--- config.mk ---
export PLATFORM = sky130hd
export DESIGN_NAME = shmr_queue
export DESIGN_NICKNAME = d
export VERILOG_FILES = /design/src/rtl/shmr_pkg.sv /design/src/rtl/shmr_queue.sv
export SDC_FILE = /design/constraint.sdc
export NUM_CORES = 1
export LEC_CHECK = 0
export ABC_AREA = 1
export ABC_CLOCK_PERIOD_IN_PS = 4000
export BUFFER_PORTS_ARGS = -buffer_cell sky130_fd_sc_hd__buf_2
export CAP_MARGIN = 20
export CORE_AREA = 2 2 73 57
export CTS_CLUSTER_SIZE = 14
export DETAILED_ROUTE_END_ITERATION = 7
export DIE_AREA = 0 0 75 59
export PLACE_DENSITY_LB_ADDON = 0.3
export REMOVE_ABC_BUFFERS = 1
export SYNTH_ARGS = -nofsm -noshare
export SYNTH_HDL_FRONTEND = slang
export SYNTH_SLANG_ARGS = --single-unit
--- constraint.sdc ---
create_clock -name clk -period 4 [get_ports clk]
set_input_delay 0.6 -clock clk [delete_from_list [all_inputs] [get_ports clk]]
set_output_delay 0.6 -clock clk [all_outputs]
set_load 0.005 [all_outputs]
--- src/rtl/shmr_pkg.sv ---
`timescale 1ns / 1ps
`default_nettype none

package shmr_pkg;

    // Field and datapath widths
    localparam int BYTE_W  = 8;
    localparam int HASH_W  = 30;
    localparam int SEED_W  = 64;
    localparam int WIDE_W  = 64;
    localparam int HALF_W  = 32;
    localparam int S_W     = 7;

    // Defaults for the top-level parameters
    localparam int MAX_LAYERS      = 5;
    localparam int LAYERS_DEF      = 5;
    localparam int QUEUE_DEPTH_DEF = 4;

    // Hash arithmetic constants
    localparam logic [HASH_W-1:0] HASH_MOD = HASH_W'(1000000000);
    // h*31 is done as (h << 5) - h
    localparam int HASH_MUL_SHIFT = 5;
    localparam logic [WIDE_W-1:0] ROUND_BASE = WIDE_W'(50);
    localparam logic [WIDE_W-1:0] ROUND_STEP = WIDE_W'(7);

    // Reciprocal reducer: q = ((x >> 29) * MU) >> 35 falls short of x / 1e9
    // by at most two, so the remainder needs at most two subtractions
    localparam int RED_IN_SHIFT = 29;
    localparam int RED_Q_W      = WIDE_W - RED_IN_SHIFT;
    localparam int RED_HI_W     = RED_Q_W - HALF_W;
    localparam logic [WIDE_W-1:0] RED_MU = {WIDE_W{1'b1}} / WIDE_W'(HASH_MOD);

    // 64x64 mod 2^64 product from three 32x32 partial products
    localparam int MUL_STEPS = 3;
    localparam int STEP_W    = $clog2(MUL_STEPS);

    typedef struct packed {
        logic              term;
        logic [BYTE_W-1:0] text_byte;
    } item_t;

    typedef struct packed {
        logic              start;
        logic [WIDE_W-1:0] value;
    } red_req_t;

    typedef struct packed {
        logic              done;
        logic [HASH_W-1:0] rem;
    } red_rsp_t;

    typedef enum logic [2:0] {
        BK_IDLE,
        BK_BYTE_RED,
        BK_MUL,
        BK_ACC,
        BK_MIX_RED,
        BK_EMIT
    } back_state_t;

    // Fibonacci-like sequence with fib(1) = 2, fib(2) = 3 (fib(0) also gives 2); elaboration only
    function automatic logic [WIDE_W-1:0] fib_const(input int unsigned n);
        logic [WIDE_W-1:0] a;
        logic [WIDE_W-1:0] b;
        logic [WIDE_W-1:0] c;
        a = WIDE_W'(1);
        b = WIDE_W'(2);
        for (int unsigned k = 2; k <= n; k++)
        begin
            c = a + b;
            a = b;
            b = c;
        end
        return b;
    endfunction

    function automatic logic [WIDE_W-1:0] round_s(input int unsigned i);
        return ROUND_BASE + ROUND_STEP * WIDE_W'(i);
    endfunction

    function automatic logic [WIDE_W-1:0] round_f1(input int unsigned i);
        return fib_const(int'(round_s(i)) + 1);
    endfunction

    function automatic logic [WIDE_W-1:0] round_f0(input int unsigned i);
        return fib_const(int'(round_s(i)));
    endfunction

    // F0*s mod 2^64, the additive term of y1
    function automatic logic [WIDE_W-1:0] round_k1(input int unsigned i);
        return round_f0(i) * round_s(i);
    endfunction

    // Fm*s mod 2^64, the additive term of y2
    function automatic logic [WIDE_W-1:0] round_k2(input int unsigned i);
        return fib_const(int'(round_s(i)) - 1) * round_s(i);
    endfunction

endpackage

`default_nettype wire

--- src/rtl/shmr_queue.sv ---
`timescale 1ns / 1ps
`default_nettype none

module shmr_queue import shmr_pkg::*;
#(
    parameter int DEPTH = QUEUE_DEPTH_DEF
)
(
    input  logic  clk,
    input  logic  rst_n,
    input  logic  push,
    input  item_t push_item,
    output logic  push_ready,
    input  logic  pop,
    output logic  empty,
    output item_t head_item
);

    localparam int PTR_W = (DEPTH > 1) ? $clog2(DEPTH) : 1;
    localparam int CNT_W = $clog2(DEPTH + 1);

    item_t              entry_reg [DEPTH];
    logic [PTR_W-1:0]   wptr_reg;
    logic [PTR_W-1:0]   wptr_next;
    logic [PTR_W-1:0]   rptr_reg;
    logic [PTR_W-1:0]   rptr_next;
    logic [CNT_W-1:0]   count_reg;
    logic [CNT_W-1:0]   count_next;
    logic               do_push;
    logic               do_pop;

    assign push_ready = (count_reg != CNT_W'(DEPTH));
    assign empty      = (count_reg == '0);
    assign head_item  = entry_reg[rptr_reg];
    assign do_push    = push && push_ready;
    assign do_pop     = pop && !empty;

    // Advance pointers with wrap at the last entry
    always_comb
    begin
        wptr_next  = wptr_reg;
        rptr_next  = rptr_reg;
        count_next = count_reg;
        if (do_push)
        begin
            wptr_next = (wptr_reg == PTR_W'(DEPTH - 1)) ? '0 : wptr_reg + 1'b1;
        end
        if (do_pop)
        begin
            rptr_next = (rptr_reg == PTR_W'(DEPTH - 1)) ? '0 : rptr_reg + 1'b1;
        end
        if (do_push && !do_pop)
        begin
            count_next = count_reg + 1'b1;
        end
        else if (do_pop && !do_push)
        begin
            count_next = count_reg - 1'b1;
        end
    end

    always_ff @(posedge clk or negedge rst_n)
    begin
        if (!rst_n)
        begin
            wptr_reg  <= '0;
            rptr_reg  <= '0;
            count_reg <= '0;
        end
        else
        begin
            wptr_reg  <= wptr_next;
            rptr_reg  <= rptr_next;
            count_reg <= count_next;
        end
    end

    // Write the pushed beat into its entry
    always_ff @(posedge clk)
    begin
        if (do_push)
        begin
            entry_reg[wptr_reg] <= push_item;
        end
    end

endmodule

`default_nettype wire

# Word level (Yosys, flattened, before mapping)
# Memories as Yosys holds them, arrays and structs flattened.
# Index checks and enable logic that the tools add are counted.
dict set report op_classes {
  n_addsub 4
  eq_ne 3
  mux 6
  n_reduce_logical 9
}
# operator n
set ops {}
lappend ops {{two-way mux 3 bit} 2}
lappend ops {{adder 2 x 1 -> 2 bit, second input constant} 2}
lappend ops {{== test 2 bit, second input constant} 2}
lappend ops {{logical AND 1 bit} 4}
lappend ops {{two-way mux 2 bit} 2}
lappend ops {{adder 3 x 1 -> 3 bit, second input constant} 1}
lappend ops {{logical NOT 1 bit} 3}
lappend ops {{logical NOT 3 bit} 1}
lappend ops {{inequality test 3 bit, second input constant} 1}
lappend ops {{subtractor 3 x 1 -> 3 bit, second input constant} 1}
lappend ops {{two-way mux 1 bit} 2}
lappend ops {{nonzero test 2 bit} 1}
dict set report word_totals {
  register_bits 7
  mem_bits_rw 36
  inputBits 13
  out_inout_bits 11
  wordCells 26
  mem_count 1
}
# name words word_bits read_ports rd_clocked_by_memory_dff wr line_no
set memory_table {}
lappend memory_table {entry_reg 4 9 1 0 1 shmr_queue.sv:22} ;# item_t entry_reg [DEPTH];

# Logic depth before layout (Yosys ltp)
dict set report logic_depth {
  depth_word 6
  depth_mapped 12
  ltp_nobuf 12
}

# Least setup slack after synthesis
# OpenSTA, ideal clock, no wires.
dict set report synth_timing {
  path_kind {reg2reg}
  from {reg count_reg[0]}
  to {reg count_reg[1]}
  setup_ns 0.126
  arrival_ns 1.524
  required_time_ns 3.874
  setup_slack_ns 2.350
  stages_incl_launch_ff 10
  n_path_buf 0
  synth_period_minus_slack_ns 1.650
  cell_sequence {dfrtp_1 inv_2 nand3_2 nand2_2 inv_2 ha_1 inv_1 fa_1 nand2_1 o21ai_0}
}
dict set report synth_between {
  word_cells_on_any_way 14
  cone_classes {add/sub (2); eq/ne (1); mux (2); reduce/logical (9)}
}
# item line_no
set synth_lines {}
lappend synth_lines {{start: declaration} shmr_queue.sv:27} ;# logic [CNT_W-1:0] count_reg;
lappend synth_lines {{start signal: assignment} shmr_queue.sv:74} ;# count_reg <= count_next;
lappend synth_lines {{inequality test 3 bit} shmr_queue.sv:32} ;# assign push_ready = (count_reg != CNT_W'(DEPTH));
lappend synth_lines {{via push_ready} shmr_queue.sv:13} ;# output logic push_ready,
lappend synth_lines {{logical AND 1 bit} shmr_queue.sv:35} ;# assign do_push = push && push_ready;
lappend synth_lines {{via do_push} shmr_queue.sv:29} ;# logic do_push;
lappend synth_lines {{logical AND 1 bit} shmr_queue.sv:52} ;# if (do_push && !do_pop)
lappend synth_lines {{two-way mux 3 bit} shmr_queue.sv:52}
lappend synth_lines {{via count_next[1]} shmr_queue.sv:28} ;# logic [CNT_W-1:0] count_next;
# The timed path passes the listed nets, and every way through them passes these cells. The select of a mux whose other input is x is not followed.
# A chain may end at the register's enable or synchronous reset.

==> results by group <==
Placement
  • Placed cell count: 235
  • Dpl hpwl: 2420 um
  • I/O Buffers: 23
  • Gpl congestion: 0.7104

Layout
  • Area growth from synthesis to layout: 10.92%
  • Multi-input logic area: 545.5 um2
  • Cell Count, Final, Fillers Out: 243
  • Register area: 1256 um2
  • Fin nets: 210
  • Fin util: 60.44%
  • Ratio of cells with drive above 1 in the final layout: 29.84%
  • # diodes: 0
  • Max reg flops: 36
  • Filler cells: 287

STA
  • RSZ-0062 raised after global routing: no
  • Final setup viols: 0
  • Period utilization: 64.31%
  • Final TNS setup: 0 ps
  • Relative slew slack: 36.46%
  • Slew Limit Fails: 0
  • WHS: 122.9 ps
  • Fmax: 0.3887 GHz
  • Post-route minimum period: 2572 ps
  • Fin Clk Skew: 8.429 ps
  • Hold Fails Final Rpt: 0
  • Worst slew pin tran: 949.7 ps

Synthesis
  • Most area-hungry cell type in the Yosys netlist: edfxtp_1
  • EDFF count, synth: 36
  • Gate Count Post-Synth: 164
  • Sequential area share after synthesis: 63.38%
  • Syn Area/Cell: 12.08 um2
  • Synth async-reset ratio: 16.28%
  • Synthesized flop and latch total: 43
  • Synth top area share: 54.55%
  • Synth top area cells: edfxtp_1 55%, dfrtp_1 8.8%, o211ai_2 6.3%
  • YS warnings: 0
  • Top_reg_cell synth: edfxtp_1
  • Synth Cell Area: 1982 um2
  • Synth cell types: 20

Drt
  • DRT iter0 DRCs: 42
  • Wire per inst: 14.23 um
  • Vias: 1,176
  • Post-route DRC: 0
  • Vias/cell: 4.840
  • Post-DRT Antenna Nets: 0
  • 1st-pass router iterations: 4
  • DRT Wirelength: 3459 um

CTS
  • Register clock-pin slew on the reported worst setup and hold paths: 80 ps
  • Worst-Skew Late Latency: 290 ps
  • H-tree levels: 2
  • Inserted Clock Buffers: 5
  • Post-CTS Hold Buffers: 0
  • Resized cells post-CTS: 0
  • Post-CTS setup buffers: 0
  • CTS tree: done
  • Max Root-Sink Buffers: 2
  • Clk Tree Root Cell: clkbuf_8
  • Clock sinks: 43

Die
  • Num ports: 24
  • Die Width: 75 um
  • Die Height: 59 um
  • Core Region: 3637 um2
  • Row count: 19
  • Initial Util: 54.49%
  • Die Footprint: 4425 um2

GRT
  • Total grt overflow: 0
  • Global-route wire length before repair: 5699 um
  • Number of global-route vias before repair: 1,229
  • Largest net degree at the start of global routing: 26
  • Initial antenna violation count: 0
  • Total GRT Usage: 18.61%

Power
  • Power Internal: 0.9479 mW
  • Clk pwr share: 17.5%
  • Combinational share of power: 35.5%
  • Flop pwr share: 47.0%
  • VDD IR max: 0.4095 mV
  • Sw power: 0.5730 mW
  • Power density over the cells: 691.8 nW/um2
  • Switching power share of the total: 37.67%
  • Final total power: 1.521 mW
  • Leakage: 0.9575 nW

Worst setup path
  • Crit-path max FO: 25
  • CP Class: register to primary output
  • Crit. End Element: primary output
  • Startpoint Class: register
  • Critical Path AT: 1970 ps
  • Worst endpoint required time: 3400 ps

Outcome
  • Outcome: completed

Run
  • Max-Cap Viols: 0

Hold path
  • Worst min-delay path category: input port to asynchronous set/reset pin
critical path: stages (launching register included):
cell,delay (ps)
dfrtp_1,950
buf_4,360
nand2_1,70
o211ai_1,80
nand2_1,70
buf_2,120
Yosys cell counts, types with 2 or more instances:
cell and n:
inv_2 5, o211ai_2 10, o211ai_1 8, nand3_1 6, buf_2 2, ha_1 6
dfrtp_1 7, inv_1 28, nor2_1 6, nand2_1 32, nand2_2 10, edfxtp_1 36
metal layers:
layer,part of all wire (%),vias up,global-route usage [%]
met2,50,27,30.45
met1,43,551,22.77
li1,-,592,-
met4,1.3,0,6.378
met3,5.1,6,7.143
met5,0,-,0
metrics by stage:
stage / instance area, um2 / worst slack (ps)
6_report: 2198 / 1428
3_3_place_gp: 2113 / 1792
5_1_grt: 2198 / 1262
4_1_cts: 2198 / 1409
2_1_floorplan: 1926 / 1968
3_5_place_dp: 2113 / 1732
cells by family after synthesis:
kind of cell	Yosys count	share of synthesized area, %
compound gates	19	9.596
buf+inv	38	9.091
xor+xnor	1	0.4420
flops	43	63.38
fa+ha+maj	7	4.798
simple gates	56	12.69
cells in the final DEF, fill, tap and decap left out, drive strengths merged, types with 6 or more instances in the layout:
cell type and n:
ha 6, edfxtp 36, nand2 42, nand3 7, dfrtp 7, inv 33, buf 24, clkbuf 6
nor2 6, o211ai 18
layout make-up:
type,count,share of cell area [%]
well taps,52,2.960
repair buffers,24,5.578
flip-flops and latches,43,57.14
inverters,33,5.635
multi-input cells,83,24.81
clock inverters,2,0.5692
clock buffers,6,3.301
power by group through the flow:
stage	Clock (mW)	Sequential, mW	Combinational, mW
floorplan	0	0.713	0.351
detailed placement	0	0.728	0.549
finish	0.266	0.715	0.540
CTS	0.270	0.718	0.551
global placement	0	0.715	0.515
global route	0.296	0.732	0.621
worst paths after layout:
kind / start / end / slack (ps) / cells after the start
max: rptr_reg[0] / head_item[1] / 1430 / 5
min: rst_n / count_reg[1] / 120 / 1
max reg2reg: count_reg[0] / count_reg[2] / 2160 / 10
min reg2reg: wptr_reg[1] / wptr_reg[1] / 550 / 2
max in group asynchronous: rst_n / rptr_reg[0] / 3720 / 1
min in group clk: push_item[5] / entry_reg[0][5] / 520 / 1
No activity file was read; power rests on OpenSTA's default activity.
