===== src/rtl/shmr_pkg.sv =====
`timescale 1ns / 1ps
`default_nettype none

package shmr_pkg;

    // Field and datapath widths
    localparam int BYTE_W  = 8;
    localparam int HASH_W  = 30;
    localparam int SEED_W  = 64;
    localparam int WIDE_W  = 64;
    localparam int HALF_W  = 32;
    localparam int S_W     = 7;

    // Defaults for the top-level parameters
    localparam int MAX_LAYERS      = 5;
    localparam int LAYERS_DEF      = 5;
    localparam int QUEUE_DEPTH_DEF = 4;

    // Hash arithmetic constants
    localparam logic [HASH_W-1:0] HASH_MOD = HASH_W'(1000000000);
    // h*31 is done as (h << 5) - h
    localparam int HASH_MUL_SHIFT = 5;
    localparam logic [WIDE_W-1:0] ROUND_BASE = WIDE_W'(50);
    localparam logic [WIDE_W-1:0] ROUND_STEP = WIDE_W'(7);

    // Reciprocal reducer: q = ((x >> 29) * MU) >> 35 falls short of x / 1e9
    // by at most two, so the remainder needs at most two subtractions
    localparam int RED_IN_SHIFT = 29;
    localparam int RED_Q_W      = WIDE_W - RED_IN_SHIFT;
    localparam int RED_HI_W     = RED_Q_W - HALF_W;
    localparam logic [WIDE_W-1:0] RED_MU = {WIDE_W{1'b1}} / WIDE_W'(HASH_MOD);

    // 64x64 mod 2^64 product from three 32x32 partial products
    localparam int MUL_STEPS = 3;
    localparam int STEP_W    = $clog2(MUL_STEPS);

    typedef struct packed {
        logic              term;
        logic [BYTE_W-1:0] text_byte;
    } item_t;

    typedef struct packed {
        logic              start;
        logic [WIDE_W-1:0] value;
    } red_req_t;

    typedef struct packed {
        logic              done;
        logic [HASH_W-1:0] rem;
    } red_rsp_t;

    typedef enum logic [2:0] {
        BK_IDLE,
        BK_BYTE_RED,
        BK_MUL,
        BK_ACC,
        BK_MIX_RED,
        BK_EMIT
    } back_state_t;

    // Fibonacci-like sequence with fib(1) = 2, fib(2) = 3 (fib(0) also gives 2); elaboration only
    function automatic logic [WIDE_W-1:0] fib_const(input int unsigned n);
        logic [WIDE_W-1:0] a;
        logic [WIDE_W-1:0] b;
        logic [WIDE_W-1:0] c;
        a = WIDE_W'(1);
        b = WIDE_W'(2);
        for (int unsigned k = 2; k <= n; k++)
        begin
            c = a + b;
            a = b;
            b = c;
        end
        return b;
    endfunction

    function automatic logic [WIDE_W-1:0] round_s(input int unsigned i);
        return ROUND_BASE + ROUND_STEP * WIDE_W'(i);
    endfunction

    function automatic logic [WIDE_W-1:0] round_f1(input int unsigned i);
        return fib_const(int'(round_s(i)) + 1);
    endfunction

    function automatic logic [WIDE_W-1:0] round_f0(input int unsigned i);
        return fib_const(int'(round_s(i)));
    endfunction

    // F0*s mod 2^64, the additive term of y1
    function automatic logic [WIDE_W-1:0] round_k1(input int unsigned i);
        return round_f0(i) * round_s(i);
    endfunction

    // Fm*s mod 2^64, the additive term of y2
    function automatic logic [WIDE_W-1:0] round_k2(input int unsigned i);
        return fib_const(int'(round_s(i)) - 1) * round_s(i);
    endfunction

endpackage

`default_nettype wire


===== src/rtl/shmr_reduce.sv =====
`timescale 1ns / 1ps
`default_nettype none

// 64-bit mod 1e9 by reciprocal multiplication. A request is taken on start;
// done pulses after the valid shift chain, with the remainder held in rem.
module shmr_reduce import shmr_pkg::*;
(
    input  logic     clk,
    input  logic     rst_n,
    input  red_req_t req,
    output red_rsp_t rsp
);

    localparam int STAGES = 5;
    localparam int PX_W   = HALF_W + 2 * RED_HI_W + 1;
    localparam int UP_W   = PX_W + 1;

    localparam logic [HALF_W-1:0]   MU_LO  = RED_MU[HALF_W-1:0];
    localparam logic [RED_HI_W-1:0] MU_HI  = RED_MU[RED_Q_W-1:HALF_W];
    localparam logic [HALF_W-1:0]   MOD_X1 = HALF_W'(HASH_MOD);
    localparam logic [HALF_W-1:0]   MOD_X2 = MOD_X1 << 1;

    logic [STAGES-1:0]   vld_reg;
    logic                done_reg;
    logic [WIDE_W-1:0]   x_reg;
    logic [WIDE_W-1:0]   pll_reg;
    logic [WIDE_W-1:0]   pll_next;
    logic [PX_W-1:0]     px_reg;
    logic [PX_W-1:0]     px_next;
    logic [RED_Q_W-1:0]  q_reg;
    logic [RED_Q_W-1:0]  q_next;
    logic [HALF_W-1:0]   qm_reg;
    logic [HALF_W-1:0]   qm_next;
    logic [HALF_W-1:0]   r_reg;
    logic [HALF_W-1:0]   r_next;
    logic [HASH_W-1:0]   rem_reg;
    logic [HASH_W-1:0]   rem_next;
    logic [RED_Q_W-1:0]  a_top;
    logic [HALF_W-1:0]   a_lo;
    logic [RED_HI_W-1:0] a_hi;
    logic [UP_W-1:0]     upper;

    assign rsp.done = done_reg;
    assign rsp.rem  = rem_reg;

    // Top bits of the dividend times the reciprocal, split into a 32x32 product
    // and small cross terms
    assign a_top    = x_reg[WIDE_W-1:RED_IN_SHIFT];
    assign a_lo     = a_top[HALF_W-1:0];
    assign a_hi     = a_top[RED_Q_W-1:HALF_W];
    assign pll_next = WIDE_W'(a_lo) * WIDE_W'(MU_LO);
    assign px_next  = PX_W'(a_hi) * PX_W'(MU_LO) + PX_W'(a_lo) * PX_W'(MU_HI)
                    + ((PX_W'(a_hi) * PX_W'(MU_HI)) << HALF_W);

    // Combine the partial products and keep the quotient estimate
    assign upper  = UP_W'(px_reg) + UP_W'(pll_reg[WIDE_W-1:HALF_W]);
    assign q_next = upper[RED_Q_W+RED_HI_W-1:RED_HI_W];

    // The remainder is below 3e9, so the low word carries it exactly
    assign qm_next = q_reg[HALF_W-1:0] * MOD_X1;
    assign r_next  = x_reg[HALF_W-1:0] - qm_reg;

    // Subtract the modulus up to twice
    always_comb
    begin
        if (r_reg >= MOD_X2)
        begin
            rem_next = HASH_W'(r_reg - MOD_X2);
        end
        else if (r_reg >= MOD_X1)
        begin
            rem_next = HASH_W'(r_reg - MOD_X1);
        end
        else
        begin
            rem_next = r_reg[HASH_W-1:0];
        end
    end

    always_ff @(posedge clk or negedge rst_n)
    begin
        if (!rst_n)
        begin
            vld_reg  <= '0;
            done_reg <= 1'b0;
        end
        else
        begin
            vld_reg  <= {vld_reg[STAGES-2:0], req.start};
            done_reg <= vld_reg[STAGES-1];
        end
    end

    // Advance the data one stage behind its valid bit
    always_ff @(posedge clk)
    begin
        if (req.start)
        begin
            x_reg <= req.value;
        end
        if (vld_reg[0])
        begin
            pll_reg <= pll_next;
            px_reg  <= px_next;
        end
        if (vld_reg[1])
        begin
            q_reg <= q_next;
        end
        if (vld_reg[2])
        begin
            qm_reg <= qm_next;
        end
        if (vld_reg[3])
        begin
            r_reg <= r_next;
        end
        if (vld_reg[4])
        begin
            rem_reg <= rem_next;
        end
    end

endmodule

`default_nettype wire


===== config.mk =====
export PLATFORM = sky130hd
export DESIGN_NAME = shmr_reduce
export DESIGN_NICKNAME = d
export VERILOG_FILES = /design/src/rtl/shmr_pkg.sv /design/src/rtl/shmr_reduce.sv
export SDC_FILE = /design/constraint.sdc
export NUM_CORES = 2
export LEC_CHECK = 0
export BUFFER_PORTS_ARGS = -buffer_cell sky130_fd_sc_hd__buf_2
export CAP_MARGIN = 5
export CORE_ASPECT_RATIO = 1.75
export CORE_UTILIZATION = 45
export DETAILED_ROUTE_END_ITERATION = 10
export GPL_TIMING_DRIVEN = 0
export HOLD_SLACK_MARGIN = 0.06
export SLEW_MARGIN = 20
export SYNTH_ARGS = -nofsm -noshare
export SYNTH_HDL_FRONTEND = slang
export SYNTH_SLANG_ARGS = --single-unit

===== constraint.sdc =====
create_clock -name clk -period 9.2 [get_ports clk]
set_clock_uncertainty 0.1 [all_clocks]
set_input_delay 1.38 -clock clk [delete_from_list [all_inputs] [get_ports clk]]
set_output_delay 1.38 -clock clk [all_outputs]
set_load 0.05 [all_outputs]

* Word level (Yosys, flattened, before mapping)
Index checks and enable logic that the tools add are counted.
Storage, ports and cells: output and inout bits 31, input bits 67, bits in registers 285
Cells by class: muxes and demuxes 2, add/subtract/negate cells 6, $mul 3, $lt $le $gt $ge 2
Operators with widths (count):
- $mul A32 B31 Y63 const B | 1
- $mux W30 | 2
- $sub A30 B30 Y30 const B | 2
- $add A34 B34 Y35 | 1
- $add A35 B31 Y35 | 1
- $add A35 B35 Y35 | 1
- $mul A3 B31 Y34 const B | 1
- $ge A32 B30 Y1 const B | 1
- $ge A32 B31 Y1 const B | 1
- $mul A32 B21 Y23 const B | 1
- $sub A32 B32 Y32 | 1

* Longest topological paths before layout
depth in word-level cells 3, depth in mapped cells 26

* Worst setup path after synthesis
Ideal clock, no wire load.
path type register -> register, start register x_reg[41], end register pll_reg[44], data pin, setup time 258 ps, data required time 8842 ps, path buffers 0, data arrival time 6775 ps, setup slack 2068 ps, stages on the path, launching flop included 24, clock period less this slack 7132 ps, path through edfxtp_1 inv_1 fa_1 inv_1 ha_1 inv_1 fa_1 fa_1 inv_1 fa_1 fa_1 fa_1 inv_1 fa_1 inv_1 ha_1 and3_1 a221o_1 a2111oi_2 a21oi_1 a41oi_2 o2111ai_1 a21oi_1 xnor2_1
Between the ends: cells in the longest elaborated chain, start to end 1
Ends and longest elaborated chain:
- from (decl) | RTL line shmr_reduce.sv:25 | logic [WIDE_W-1:0] x_reg;
- from (signal assigned) | RTL line shmr_reduce.sv:99 | x_reg <= req.value;
- $mul A32 B31 Y63 | RTL line shmr_reduce.sv:51 | assign pll_next = WIDE_W'(a_lo) * WIDE_W'(MU_LO);
- via pll_next[44] | RTL line shmr_reduce.sv:27 | logic [WIDE_W-1:0] pll_next;
- to (signal assigned) | RTL line shmr_reduce.sv:103 | pll_reg <= pll_next;
- to (decl) | RTL line shmr_reduce.sv:26 | logic [WIDE_W-1:0] pll_reg;
The timed path passes the listed nets, and every way through them passes these cells. A chain may end at the register's enable or synchronous reset.

* Worst setup path in the final report
start register x_reg[49], end register pll_reg[52], data pin
The elaborated chain is that of the path after synthesis.

==> flow_summary.toml <==
[run_status]
status = "complete, no violations"

[worst_setup_path]
max_stage_delay_ps = 980
cp.required_ps = 9400
critPathTopFamily = "adder cells"
rrSetupSlack_ps = 350
end_kind = "flip-flop"
arrival_ps = 9050
crit_path_start_kind = "flip-flop"
slowest_stage = "edfxtp_1"
crit_buf_inv = 4
worstPathCellList = "ha_1 > fa_1 > inv_1 > fa_1 > fa_1 > inv_1 > fa_1 > fa_1 > fa_1 > inv_1 > fa_1 > inv_1 > ha_1 > a21oi_1 > o21ai_0 > or4_1 > a211oi_2 > o21ai_1 > nand3_1 > a21boi_1 > o21ai_0 > o311ai_0"
timing_worst_setup_path_type = "reg -> reg"
crit_path_frequent_cell = "fa_1"
crit_fanout = 12

[final_layout]
diodes = 0
post-route-cell-area_mm2 = 0.0326
syn2layout_area_growth_pct = 8.78
largest_register_ffs = 64
drive_above_1_share_pct = 6.59
final-seq-area_mm2 = 0.00688
multiInputGateArea_mm2 = 0.0201
nFillCells = 6039
nets = 3906
fin_cells = 3765

[synthesis]
netlist_instances = 2725
yosys.area_share.xor_xnor_pct = 4.21
synth_fa_ha_area_share_pct = 51.3
ys_ff_latch = 230
synth_top_area_cell = "fa_1"
synth_area_leaders = "fa_1 (28%), ha_1 (23%), edfxtp_1 (22%)"
synth_area_per_cell_um2 = 11.0
ys_top_cells_by_count = "inv_1 (781), ha_1 (556), fa_1 (420)"
synthMostInstantiatedCell = "inv_1"
synth_top_family_by_area = "adder cells"
synth_ff_type = "edfxtp_1"
synthArstFlopShare_pct = 2.61
yosysUniqueCellTypes = 74
synth_top_area_share_pct = 28.1
syn-cell-area_mm2 = 0.0300
synth_nets = 3768
yosys.area_share.simple_pct = 4.59
muxShareOfSynthArea_pct = 0.0668
yosysWarnings = 0
yosysSeqAreaShare_pct = 23.0
synth_compound_area_share_pct = 6.83
synth_edf_count = 224

[clock_tree]
cts-root-buf = "clkbuf_16"
holdBufCountCts = 0
cts_buffers = 26
cts_tree = "yes"
htree_num_levels = 1
cts_buffer_depth = 3
clkSinkCount = 230
path_clk_slew_ps = 70
clkLatencyLatePin_ps = 580

[routing]
first_iter_violations = 729
detail_route.wirelength_um = 74400
first_pass_iters = 5
drc = 0
wl_per_cell_um = 19.8
avgViaCountPerCell = 5.17
vias = 19500
ant_nets = 0

[job]
maxCapViolations = 0

[timing]
timing.final.crit_share_pct = 96.2
drv_slew = 0
fmax_mhz = 113
slew_headroom_pct = 33.0
fin_hold_ws_ps = 320
hold_violations = 0
worst_pin_slew_ps = 1010
rsz0062_at_grt = "false"
min_period_ps = 8850
setup_violations = 0

[die]
die-area_mm2 = 0.0677
die_y_um = 343
initial_utilization_pct = 45.7
die_w_um = 197
io_pins = 98
coreArea_mm2 = 0.0656
rows = 124

[placement]
gp_congestion = 0.930
hpwlAfterDp_um = 63100
dpl_cell_area_mm2 = 0.0316
dp_cells = 3706
io_buffers = 97

[global_routing]
antenna_found_initial = 1
grt_pass1_vias = 22100
overflow = 0
grt_max_degree = 44
grt_use_total_pct = 23.1
grt_pass1_wl_um = 118000

[worst_hold_path]
worstHoldPathType = "reg -> reg"
[cell families (layout without fill, tap and decap cells)]
family,after synthesis,after routing
AO/OA/AOI/OAI,302,302
XOR/XNOR,144,144
adder cells (fa/ha/maj),976,976
buffers and inverters,794,952
flip-flops,230,230
multiplexers,2,2
AND/OR/NAND/NOR,277,277
[cell usage in the layout (no fill, tap or decap), types with 5 or more instances in the layout]
master      netlist  routed
inv_1           781     781
ha_1            556     556
fa_1            420     420
edfxtp_1        224     224
xnor2_1         102     102
buf_2             2      98
a21oi_1          94      94
nor2_1           71      71
nand2_1          50      50
o21ai_0          43      43
xor2_1           42      42
nor3_1           40      40
a21o_1           27      27
clkbuf_16         0      26
nand3_1          24      24
o21a_1           21      21
and3_1           18      18
a211oi_1         17      16
nor2b_1          16      16
o211ai_1         15      15
buf_4             3      15
nand4_1          11      11
o21bai_1         11      11
nand2b_1         11      11
and2_1            9       9
a31oi_1           8       8
o31ai_1           8       8
clkinvlp_4        0       7
or2_2             5       5
or3_1             5       5
clkbuf_1          5       5
[stage by stage]
stage          setup WS [ps]  TNS [ps]  util (%)
2_1_floorplan           2070         0         -
3_3_place_gp            -506     -4470      48.1
3_5_place_dp            -622     -5700      48.2
4_1_cts                 54.0         0      49.6
5_1_grt                 57.3         0      49.7
6_report                 354         0      49.7
[final cells by class]
| type | count | share of cell area (%) |
|---|---|---|
| clock inverter | 22 | 0.768 |
| multi-input combinational | 1701 | 61.6 |
| clock buffer | 26 | 2.00 |
| timing repair buffer | 110 | 1.90 |
| buffer | 13 | 0.261 |
| tap | 882 | 3.39 |
| inverter | 781 | 8.99 |
| sequential | 230 | 21.1 |
[worst reg2reg max path, cell delays in order, from the launching register on]
cell and delay, ps:
edfxtp_1 980, ha_1 590, fa_1 490, inv_1 70, fa_1 430, fa_1 510
inv_1 50, fa_1 500, fa_1 540, fa_1 550, inv_1 60, fa_1 530
inv_1 40, ha_1 410, a21oi_1 430, o21ai_0 210, or4_1 570, a211oi_2 500
o21ai_1 280, nand3_1 250, a21boi_1 170, o21ai_0 180, o311ai_0 140
[routing by layer]
metal / wire (um) / vias up / GRT usage (%) / share of wire (%)
li1: - / 9088 / - / -
met1: 25000 / 9846 / 22.0 / 34
met2: 42800 / 363 / 47.3 / 58
met3: 2040 / 171 / 2.15 / 2.7
met4: 4530 / 2 / 12.4 / 6.1
met5: 10 / - / 0 / 0.013
[final timing paths]
kind,from,endpoint,cells past startpoint
min in group asynchronous,rst_n,done_reg,1
min,x_reg[6],r_reg[6],0
max reg2reg,x_reg[49],pll_reg[52],22
max,x_reg[49],pll_reg[52],22
max in group asynchronous,rst_n,vld_reg[3],1
min reg2reg,x_reg[6],r_reg[6],0
[what timing repair did]
item                       in CTS  in global routing
cloned                          0                  0
gates resized for setup         1                  0
buffers inserted                5                  6
setup endpoints to repair      15                  4
Power is left out: the tool's default activity adds up to more than one toggle a clock period on the data nets, which glitch-free logic cannot reach.
