`src/rtl/shmr_pkg.sv`:
```
`timescale 1ns / 1ps
`default_nettype none

package shmr_pkg;

    // Field and datapath widths
    localparam int BYTE_W  = 8;
    localparam int HASH_W  = 30;
    localparam int SEED_W  = 64;
    localparam int WIDE_W  = 64;
    localparam int HALF_W  = 32;
    localparam int S_W     = 7;

    // Defaults for the top-level parameters
    localparam int MAX_LAYERS      = 5;
    localparam int LAYERS_DEF      = 5;
    localparam int QUEUE_DEPTH_DEF = 4;

    // Hash arithmetic constants
    localparam logic [HASH_W-1:0] HASH_MOD = HASH_W'(1000000000);
    // h*31 is done as (h << 5) - h
    localparam int HASH_MUL_SHIFT = 5;
    localparam logic [WIDE_W-1:0] ROUND_BASE = WIDE_W'(50);
    localparam logic [WIDE_W-1:0] ROUND_STEP = WIDE_W'(7);

    // Reciprocal reducer: q = ((x >> 29) * MU) >> 35 falls short of x / 1e9
    // by at most two, so the remainder needs at most two subtractions
    localparam int RED_IN_SHIFT = 29;
    localparam int RED_Q_W      = WIDE_W - RED_IN_SHIFT;
    localparam int RED_HI_W     = RED_Q_W - HALF_W;
    localparam logic [WIDE_W-1:0] RED_MU = {WIDE_W{1'b1}} / WIDE_W'(HASH_MOD);

    // 64x64 mod 2^64 product from three 32x32 partial products
    localparam int MUL_STEPS = 3;
    localparam int STEP_W    = $clog2(MUL_STEPS);

    typedef struct packed {
        logic              term;
        logic [BYTE_W-1:0] text_byte;
    } item_t;

    typedef struct packed {
        logic              start;
        logic [WIDE_W-1:0] value;
    } red_req_t;

    typedef struct packed {
        logic              done;
        logic [HASH_W-1:0] rem;
    } red_rsp_t;

    typedef enum logic [2:0] {
        BK_IDLE,
        BK_BYTE_RED,
        BK_MUL,
        BK_ACC,
        BK_MIX_RED,
        BK_EMIT
    } back_state_t;

    // Fibonacci-like sequence with fib(1) = 2, fib(2) = 3 (fib(0) also gives 2); elaboration only
    function automatic logic [WIDE_W-1:0] fib_const(input int unsigned n);
        logic [WIDE_W-1:0] a;
        logic [WIDE_W-1:0] b;
        logic [WIDE_W-1:0] c;
        a = WIDE_W'(1);
        b = WIDE_W'(2);
        for (int unsigned k = 2; k <= n; k++)
        begin
            c = a + b;
            a = b;
            b = c;
        end
        return b;
    endfunction

    function automatic logic [WIDE_W-1:0] round_s(input int unsigned i);
        return ROUND_BASE + ROUND_STEP * WIDE_W'(i);
    endfunction

    function automatic logic [WIDE_W-1:0] round_f1(input int unsigned i);
        return fib_const(int'(round_s(i)) + 1);
    endfunction

    function automatic logic [WIDE_W-1:0] round_f0(input int unsigned i);
        return fib_const(int'(round_s(i)));
    endfunction

    // F0*s mod 2^64, the additive term of y1
    function automatic logic [WIDE_W-1:0] round_k1(input int unsigned i);
        return round_f0(i) * round_s(i);
    endfunction

    // Fm*s mod 2^64, the additive term of y2
    function automatic logic [WIDE_W-1:0] round_k2(input int unsigned i);
        return fib_const(int'(round_s(i)) - 1) * round_s(i);
    endfunction

endpackage

`default_nettype wire

```
`src/rtl/shmr_if.sv`:
```
`timescale 1ns / 1ps
`default_nettype none

interface shmr_byte_if import shmr_pkg::*; ();
    logic              valid;
    logic              ready;
    logic [BYTE_W-1:0] text_byte;

    modport source (output valid, output text_byte, input ready);
    modport sink   (input valid, input text_byte, output ready);
endinterface


`default_nettype wire

```
`src/rtl/shmr_front.sv`:
```
`timescale 1ns / 1ps
`default_nettype none

module shmr_front import shmr_pkg::*;
(
    input  logic       clk,
    input  logic       rst_n,
    shmr_byte_if.sink  byte_in,
    input  logic       q_ready,
    output logic       q_push,
    output item_t      q_item
);

    logic  stage_valid_reg;
    logic  stage_valid_next;
    item_t stage_item_reg;
    logic  take;

    // Accept a beat when the stage is empty or drains this cycle
    assign byte_in.ready = !stage_valid_reg || q_ready;
    assign take          = byte_in.valid && byte_in.ready;
    assign q_push        = stage_valid_reg;
    assign q_item        = stage_item_reg;

    always_comb
    begin
        stage_valid_next = stage_valid_reg;
        if (take)
        begin
            stage_valid_next = 1'b1;
        end
        else if (q_ready)
        begin
            stage_valid_next = 1'b0;
        end
    end

    always_ff @(posedge clk or negedge rst_n)
    begin
        if (!rst_n)
        begin
            stage_valid_reg <= 1'b0;
        end
        else
        begin
            stage_valid_reg <= stage_valid_next;
        end
    end

    // Classify: flag the terminating zero byte
    always_ff @(posedge clk)
    begin
        if (take)
        begin
            stage_item_reg.term      <= (byte_in.text_byte == '0);
            stage_item_reg.text_byte <= byte_in.text_byte;
        end
    end

endmodule

`default_nettype wire

```
`src/flat_wrapper.sv`:
```
// flat-port wrapper written by rule: the top's interface ports become plain ports
module shmr_front_flat import shmr_pkg::*;
  (clk, rst_n, q_ready, q_push, q_item, byte_in_valid, byte_in_text_byte, byte_in_ready);
  shmr_byte_if byte_in_i ();
  input  logic clk;
  input  logic rst_n;
  input  logic q_ready;
  output logic q_push;
  output item_t q_item;
  input wire logic [$bits(byte_in_i.valid)-1:0] byte_in_valid;
  input wire logic [$bits(byte_in_i.text_byte)-1:0] byte_in_text_byte;
  output wire logic [$bits(byte_in_i.ready)-1:0] byte_in_ready;
  assign byte_in_i.valid = byte_in_valid;
  assign byte_in_i.text_byte = byte_in_text_byte;
  assign byte_in_ready = byte_in_i.ready;
  shmr_front u_core (.clk(clk), .rst_n(rst_n), .byte_in(byte_in_i), .q_ready(q_ready), .q_push(q_push), .q_item(q_item));
endmodule
```
`config.mk`:
```
export PLATFORM = sky130hd
export DESIGN_NAME = shmr_front_flat
export DESIGN_NICKNAME = d
export VERILOG_FILES = /design/src/rtl/shmr_pkg.sv /design/src/rtl/shmr_if.sv /design/src/rtl/shmr_front.sv /design/src/flat_wrapper.sv
export SDC_FILE = /design/constraint.sdc
export NUM_CORES = 1
export LEC_CHECK = 0
export ABC_AREA = 1
export BUFFER_PORTS_ARGS = -buffer_cell sky130_fd_sc_hd__buf_2
export CORE_AREA = 5 5 42 44
export DETAILED_ROUTE_END_ITERATION = 8
export DIE_AREA = 0 0 47 49
export GPL_TIMING_DRIVEN = 0
export HOLD_SLACK_MARGIN = 0.1
export MAX_ROUTING_LAYER = met4
export REMOVE_ABC_BUFFERS = 1
export SLEW_MARGIN = 20
export SYNTH_ARGS = -nofsm -noshare
export SYNTH_HDL_FRONTEND = slang
export SYNTH_SLANG_ARGS = --single-unit
```
`constraint.sdc`:
```
create_clock -name clk -period 2.5 [get_ports clk]
set_input_delay 0.375 -clock clk [delete_from_list [all_inputs] [get_ports clk]]
set_output_delay 0.375 -clock clk [all_outputs]
set_load 0.01 [all_outputs]
```
== Yosys cells after proc, flatten, opt, wreduce, memory -nomap -nowiden ==
Cells that the tools add are included.

* Register bits after elaboration: 10
* Bits of input ports: 12
* Logic and storage cells: 10

* Reductions and logical operators: 5
* Mux-type cells: 2

{| class="wikitable"
|+ Operators by type and width
! cell !! count
|-
| logical NOT 8 bit || 1
|-
| two-way mux 1 bit || 2
|-
| nonzero test 2 bit || 1
|-
| logical AND 1 bit || 1
|-
| logical NOT 1 bit || 1
|-
| logical OR 1 bit || 1
|}

== Depth between registers and ports, before layout ==
Gate-level depths: netlist (run 1).

* Word-level depth: 4
* Depth in mapped cells: 3
* Mapped depth without buffers: 3

== Worst setup path before layout (run 1) ==
OpenSTA, ideal clock, no wires.

* Kind: register to register
* Start point: reg u_core.stage_valid_reg (netlist: u_core.q_push)
* End point: reg u_core.stage_item_reg (netlist bit u_core.q_item[0]), enable pin
* Setup slack: 1182 ps
* Data required time: 2122 ps
* Buffers on the path: 0
* Stages on the path, launching flop included: 2
* Data arrival time: 940 ps
* Cell sequence: dfrtp_1 -> a21oi_1

* Word-level cells in the longest chain between the ends: 3

{| class="wikitable"
|+ RTL lines
! what !! RTL line !! RTL
|-
| from (decl) || shmr_front.sv:14 || <nowiki>logic stage_valid_reg;</nowiki>
|-
| from (signal assigned) || shmr_front.sv:46 || <nowiki>stage_valid_reg <= stage_valid_next;</nowiki>
|-
| logical NOT 1 bit || shmr_front.sv:20 || <nowiki>assign byte_in.ready = !stage_valid_reg || q_ready;</nowiki>
|-
| logical OR 1 bit || shmr_front.sv:20 ||
|-
| logical AND 1 bit || shmr_front.sv:21 || <nowiki>assign take = byte_in.valid && byte_in.ready;</nowiki>
|-
| to (decl) || shmr_front.sv:16 || <nowiki>item_t stage_item_reg;</nowiki>
|}

Every way passes these cells.
A chain may end at the register's enable or synchronous reset.

== Worst setup path in the final report (run 1) ==
* Start point: reg u_core.stage_valid_reg (netlist: u_core.q_push)
* End point: reg u_core.stage_item_reg (netlist bit u_core.q_item[7]), enable pin

Same word-level chain as after synthesis.

==> flow_metrics.tcl, run 1 <==
set metrics [dict create \
    die_h_um 49 \
    cts_made_buffers 3 \
    min_from "byte_in_text_byte[1]" \
    dp_cells 60 \
    cap_violations 0 \
    max-clock-path-buffers 2 \
    path_class "flop to flop" \
    power_mw 0.342 \
    critPathTopFamily "compound AO/OA/AOI/OAI gates" \
    core_um2 1400 \
    rsz0062_at_grt "false" \
    fin_skew_ns 0.00654 \
    hp-class "primary input to flop" \
    ys.flop_type "edfxtp_1" \
    p_per_area_nw_per_um2 674 \
    cts_tree "yes" \
    h-tree-depth 1 \
    gp_congestion 0.633 \
    crit_chain "a21oi_1" \
    post_cts_resized 0 \
    yosysMostFrequentCell "edfxtp_1" \
    fp.dieW_um 47 \
    fmax_mhz 688 \
    crit_buf_inv 0 \
    antenna_found_initial 0 \
    end_kind "flop" \
    synth_top_area_share_pct 79.1 \
    wl_per_cell_um 11.2 \
    yosysSeqAreaShare_pct 86.4 \
    cp.depth 1 \
    ys_top_cells_by_count "9 x edfxtp_1, 5 x nor2_1, 4 x nand2_1" \
    status "finished clean" \
    clk_pin_slew_ns 0.07 \
    critPathMaxFanout 9 \
    synth_area_leaders "edfxtp_1 79%, dfrtp_1 7.3%, nor2_1 5.5%, nand2_1 4.4%, inv_1 2.2%" \
    async_flop_share_pct 10.0 \
    max_stage_delay_ns 0.69 \
    nNetsFinal 62 \
    start_kind "flop" \
    placed_area_um2 472 \
    antenna_cells 0 \
    rows 14 \
    ff_latch_area_um2 295 \
    yosys_warnings 0 \
    grt_pass1_vias 250 \
    cts_root_buffer "clkbuf_4" \
    drt_iter0_drc 1 \
    final_area_um2 508 \
    grt_max_degree 10 \
    antenna_left 0 \
    crit_path_top_delay_cell "a21oi_1" \
    dieArea_um2 2300 \
    final_cell_count_no_fill 65 \
    setup.worst_path.start "u_core.q_push" \
    drt_wl_total_um 728 \
    max-slew-margin-rel_pct 43.6 \
    fill_cells 154 \
    fin_setup_tns_ns 0 \
    port_buffers 22 \
    vias 268 \
    syn_to_final_growth_pct 48.7 \
    leakage_nw 0.230 \
    period_minus_slack_ns 1.45 \
    crit_required_ns 2.38 \
    grt_overflow 0 \
    finalSetupViolations 0 \
    hold_viol 0 \
    rr_startpoint "u_core.q_push" \
    grt_util_all_layers_pct 6.89 \
    insertion_delay_ns 0.26 \
    first_pass_iters 2 \
    drive_gt1_share_pct 51.0 \
    synth.avg_cell_area_um2 15.5 \
    slew_violations 0 \
    via_per_inst 4.12 \
    tightestPinTransition_ns 0.846 \
    worstRegToRegCells 1 \
    drt_drc_violations_left 0 \
    grt_first_pass_wirelength_um 1060 \
    syn_inst 22 \
    synth_top_cell_by_area "edfxtp_1" \
    clock_sinks 10 \
    worstHoldPathCells 1 \
    arrival_ns 1.33 \
    ir_drop_mv 0.234 \
    start_util_pct 24.4 \
    io_pins 23 \
    min_period_over_period_pct 58.1 \
    synth-seq-cells 10 \
    synth_edf_count 9 \
    synth_area_um2 342 \
    synth_cell_types 6 \
    dpl.hpwl_um 579 \
    multi_input_area_um2 38.8 \
]
## cell families (layout without fill, tap and decap cells)
group	Yosys count	in the layout	share of synthesized area, %
flip-flops	10	10	86.4
AND/OR/NAND/NOR	9	9	9.89
buffers and inverters	2	29	2.20
AO/OA/AOI/OAI	1	1	1.46
## where the power goes
group	internal, mW	leakage (nW)	switching [mW]
clock network	0.0614	0.0150	0.0514
logic	0.0152	0.118	0.0186
registers	0.193	0.0970	0.00245
total	0.270	0.230	0.0725
## metrics by stage
stage	hold slack (ns)	utilization [%]	setup WS (ns)
5_1_grt	0.287	36.3	0.965
3_3_place_gp	0.151	33.7	1.00
3_5_place_dp	0.151	33.7	0.942
4_1_cts	0.299	36.3	1.02
6_report	0.307	36.3	1.05
2_1_floorplan	0.0794	-	1.18
## path summary, 6_finish.rpt
kind / slack (ns) / end
max: 1.05 / u_core.q_item[7]
min: 0.31 / u_core.q_item[1]
max reg2reg: 1.05 / u_core.q_item[7]
min reg2reg: 0.53 / u_core.q_push
max in group asynchronous: 2.00 / u_core.q_push
min in group asynchronous: 0.42 / u_core.q_push
## state kept, by name, indices dropped and copies added, names as in the netlist
name,flops
u_core.q_push,1
u_core.q_item,9
## timing repair
item	in CTS	in global routing
setup buffers	0	0
hold buffers	1	0
endpoints found under the hold margin	1	0
## area by class of cell
type | instances | area share [%]
flip-flops and latches | 10 | 58.1
repair buffers | 23 | 23.6
multi-input cells | 10 | 7.64
clock buffers | 4 | 5.17
well taps | 16 | 3.94
inverters | 2 | 1.48
## cell usage in the layout (no fill, tap or decap)
master         instances
edfxtp_1               9
clkbuf_1               1
nand2_1                4
nor2_1                 5
dlygate4sd3_1          1
clkbuf_4               3
buf_2                 22
inv_1                  2
dfrtp_1                1
a21oi_1                1
## per-layer routing
metal	share of wire, %	global-route usage (%)	up-vias
met5	0	-	-
met4	0	4.15	0
met3	19	4.06	0
met2	48	10.6	21
met1	33	6.21	118
li1	-	-	129
Note: power is estimated with default switching activity, not from simulation.
==> run 2, diff against run 1 <==
==> constraint.sdc (replaced) <==
create_clock -name clk -period 1.3 [get_ports clk]
set_input_delay 0.195 -clock clk [delete_from_list [all_inputs] [get_ports clk]]
set_output_delay 0.195 -clock clk [all_outputs]
set_load 0.01 [all_outputs]
==> run 2 against run 1 <==
Against the previous run:
- via count stayed put
- clock-buffer cell count stayed put
- clock skew is 0.0025 ns lower
- highest routed layer unchanged
- worst setup slack worse by 0.94 ns
- cell area is 0.74% higher
==> flow_metrics.tcl, run 2 (synthesized netlist as in run 1, its figures left out) <==
set metrics [dict create \
    status "finished clean" \
    finalSetupViolations 0 \
    grt_first_pass_wirelength_um 1060 \
    die_h_um 49 \
    antenna_left 0 \
    rows 14 \
    final_util_pct 36.5 \
    wl_per_cell_um 11.2 \
    insertion_delay_ns 0.26 \
    final_common_cell "buf_2" \
    fmax_mhz 837 \
    antenna_found_initial 0 \
    path_class "flop to flop" \
    antenna_cells 0 \
    cp-endpoint "u_core.q_item[7]" \
    leakage_nw 0.230 \
    crit_path_top_delay_cell "a21oi_2" \
    rsz0062_at_grt "false" \
    vias 268 \
    max_stage_delay_ns 0.43 \
    drt_drc_violations_left 0 \
    hold_viol 0 \
    io_pins 23 \
    worstHoldPathCells 1 \
    largest_register_ffs 9 \
    grt_max_degree 10 \
    cts_tree "yes" \
    slew_violations 0 \
    via_per_inst 4.12 \
    arrival_ns 1.09 \
    dpl.hpwl_um 579 \
    drt_iter0_drc 4 \
    r2r-end "u_core.q_item[7]" \
    core_um2 1400 \
    cap_violations 0 \
    cp.depth 1 \
    gp_congestion 0.633 \
    cts_root_buffer "clkbuf_4" \
    grt_util_all_layers_pct 6.89 \
    start_kind "flop" \
    drive_gt1_share_pct 53.1 \
    h-tree-depth 1 \
    p_per_area_nw_per_um2 1290 \
    critPathMaxFanout 9 \
    dieArea_um2 2300 \
    hp-class "primary input to flop" \
    regToRegSetupSlack_ns 0.10 \
    worstRegToRegCells 1 \
    cts_made_buffers 3 \
    tightestPinTransition_ns 0.502 \
    crit_required_ns 1.20 \
    crit_chain "a21oi_2" \
    fp.dieW_um 47 \
    fin_skew_ns 0.00400 \
    drt_wl_total_um 727 \
    start_util_pct 24.4 \
    max-slew-margin-rel_pct 66.5 \
    nNetsFinal 62 \
    rr_startpoint "u_core.q_push" \
    end_kind "flop" \
    ir_drop_mv 0.450 \
    critPathTopFamily "compound AO/OA/AOI/OAI gates" \
    syn_to_final_growth_pct 49.8 \
    clk_pin_slew_ns 0.07 \
    min_period_over_period_pct 91.9 \
    crit_buf_inv 0 \
    final_cell_mix "22 x buf_2, 9 x edfxtp_1, 5 x nor2_1, 4 x nand2_1, 3 x clkbuf_4" \
    port_buffers 22 \
    max-clock-path-buffers 2 \
    clock_sinks 10 \
    power_mw 0.661 \
    first_pass_iters 2 \
    fin_setup_tns_ns 0 \
    period_minus_slack_ns 1.20 \
    grt_pass1_vias 250 \
    setup.worst_path.start "u_core.q_push" \
    grt_overflow 0 \
]
## run 2: worst min path at each step
stage / startpoint / end
floorplan: rst_n / u_core.q_push
global placement: rst_n / u_core.q_push
detailed placement: rst_n / u_core.q_push
CTS: byte_in_text_byte[2] / u_core.q_item[2]
global route: byte_in_text_byte[1] / u_core.q_item[1]
finish: byte_in_text_byte[1] / u_core.q_item[1]
## run 2: stage by stage
stage	hold WS, ns	area (um2)	instances	setup slack [ns]
floorplan	-0.101	342	22	-0.0181
global placement	-0.0286	472	60	-0.111
detailed placement	-0.0290	472	60	-0.166
CTS	0.119	512	65	0.0919
global route	0.107	512	65	0.0501
finish	0.128	512	65	0.105
## run 2: layer usage
| layer | part of all wire [%] | global-route usage, % | vias to the layer above |
|---|---|---|---|
| li1 | - | - | 130 |
| met1 | 33 | 6.21 | 117 |
| met2 | 48 | 10.6 | 21 |
| met3 | 19 | 4.06 | 0 |
| met4 | 0 | 4.15 | 0 |
| met5 | 0 | - | - |
## run 2: cell type report
cell class                      instances  area [um2]
Multi-Input combinational cell         10        42.5
Clock buffer                            4        26.3
Timing Repair Buffer                   23         120
Inverter                                2        7.51
Fill cell                             154         890
Sequential cell                        10         295
Tap cell                               16        20.0
## run 2: where the power goes
group	switching, mW	internal (mW)
registers	0.00516	0.371
logic	0.0364	0.0298
clock network	0.101	0.118
## run 2: repair_timing
item	in CTS	in global routing
endpoints found under the setup margin	9	0
hold buffers	1	0
buffers inserted	0	0
endpoints found under the hold margin	1	0
resized for setup	1	0
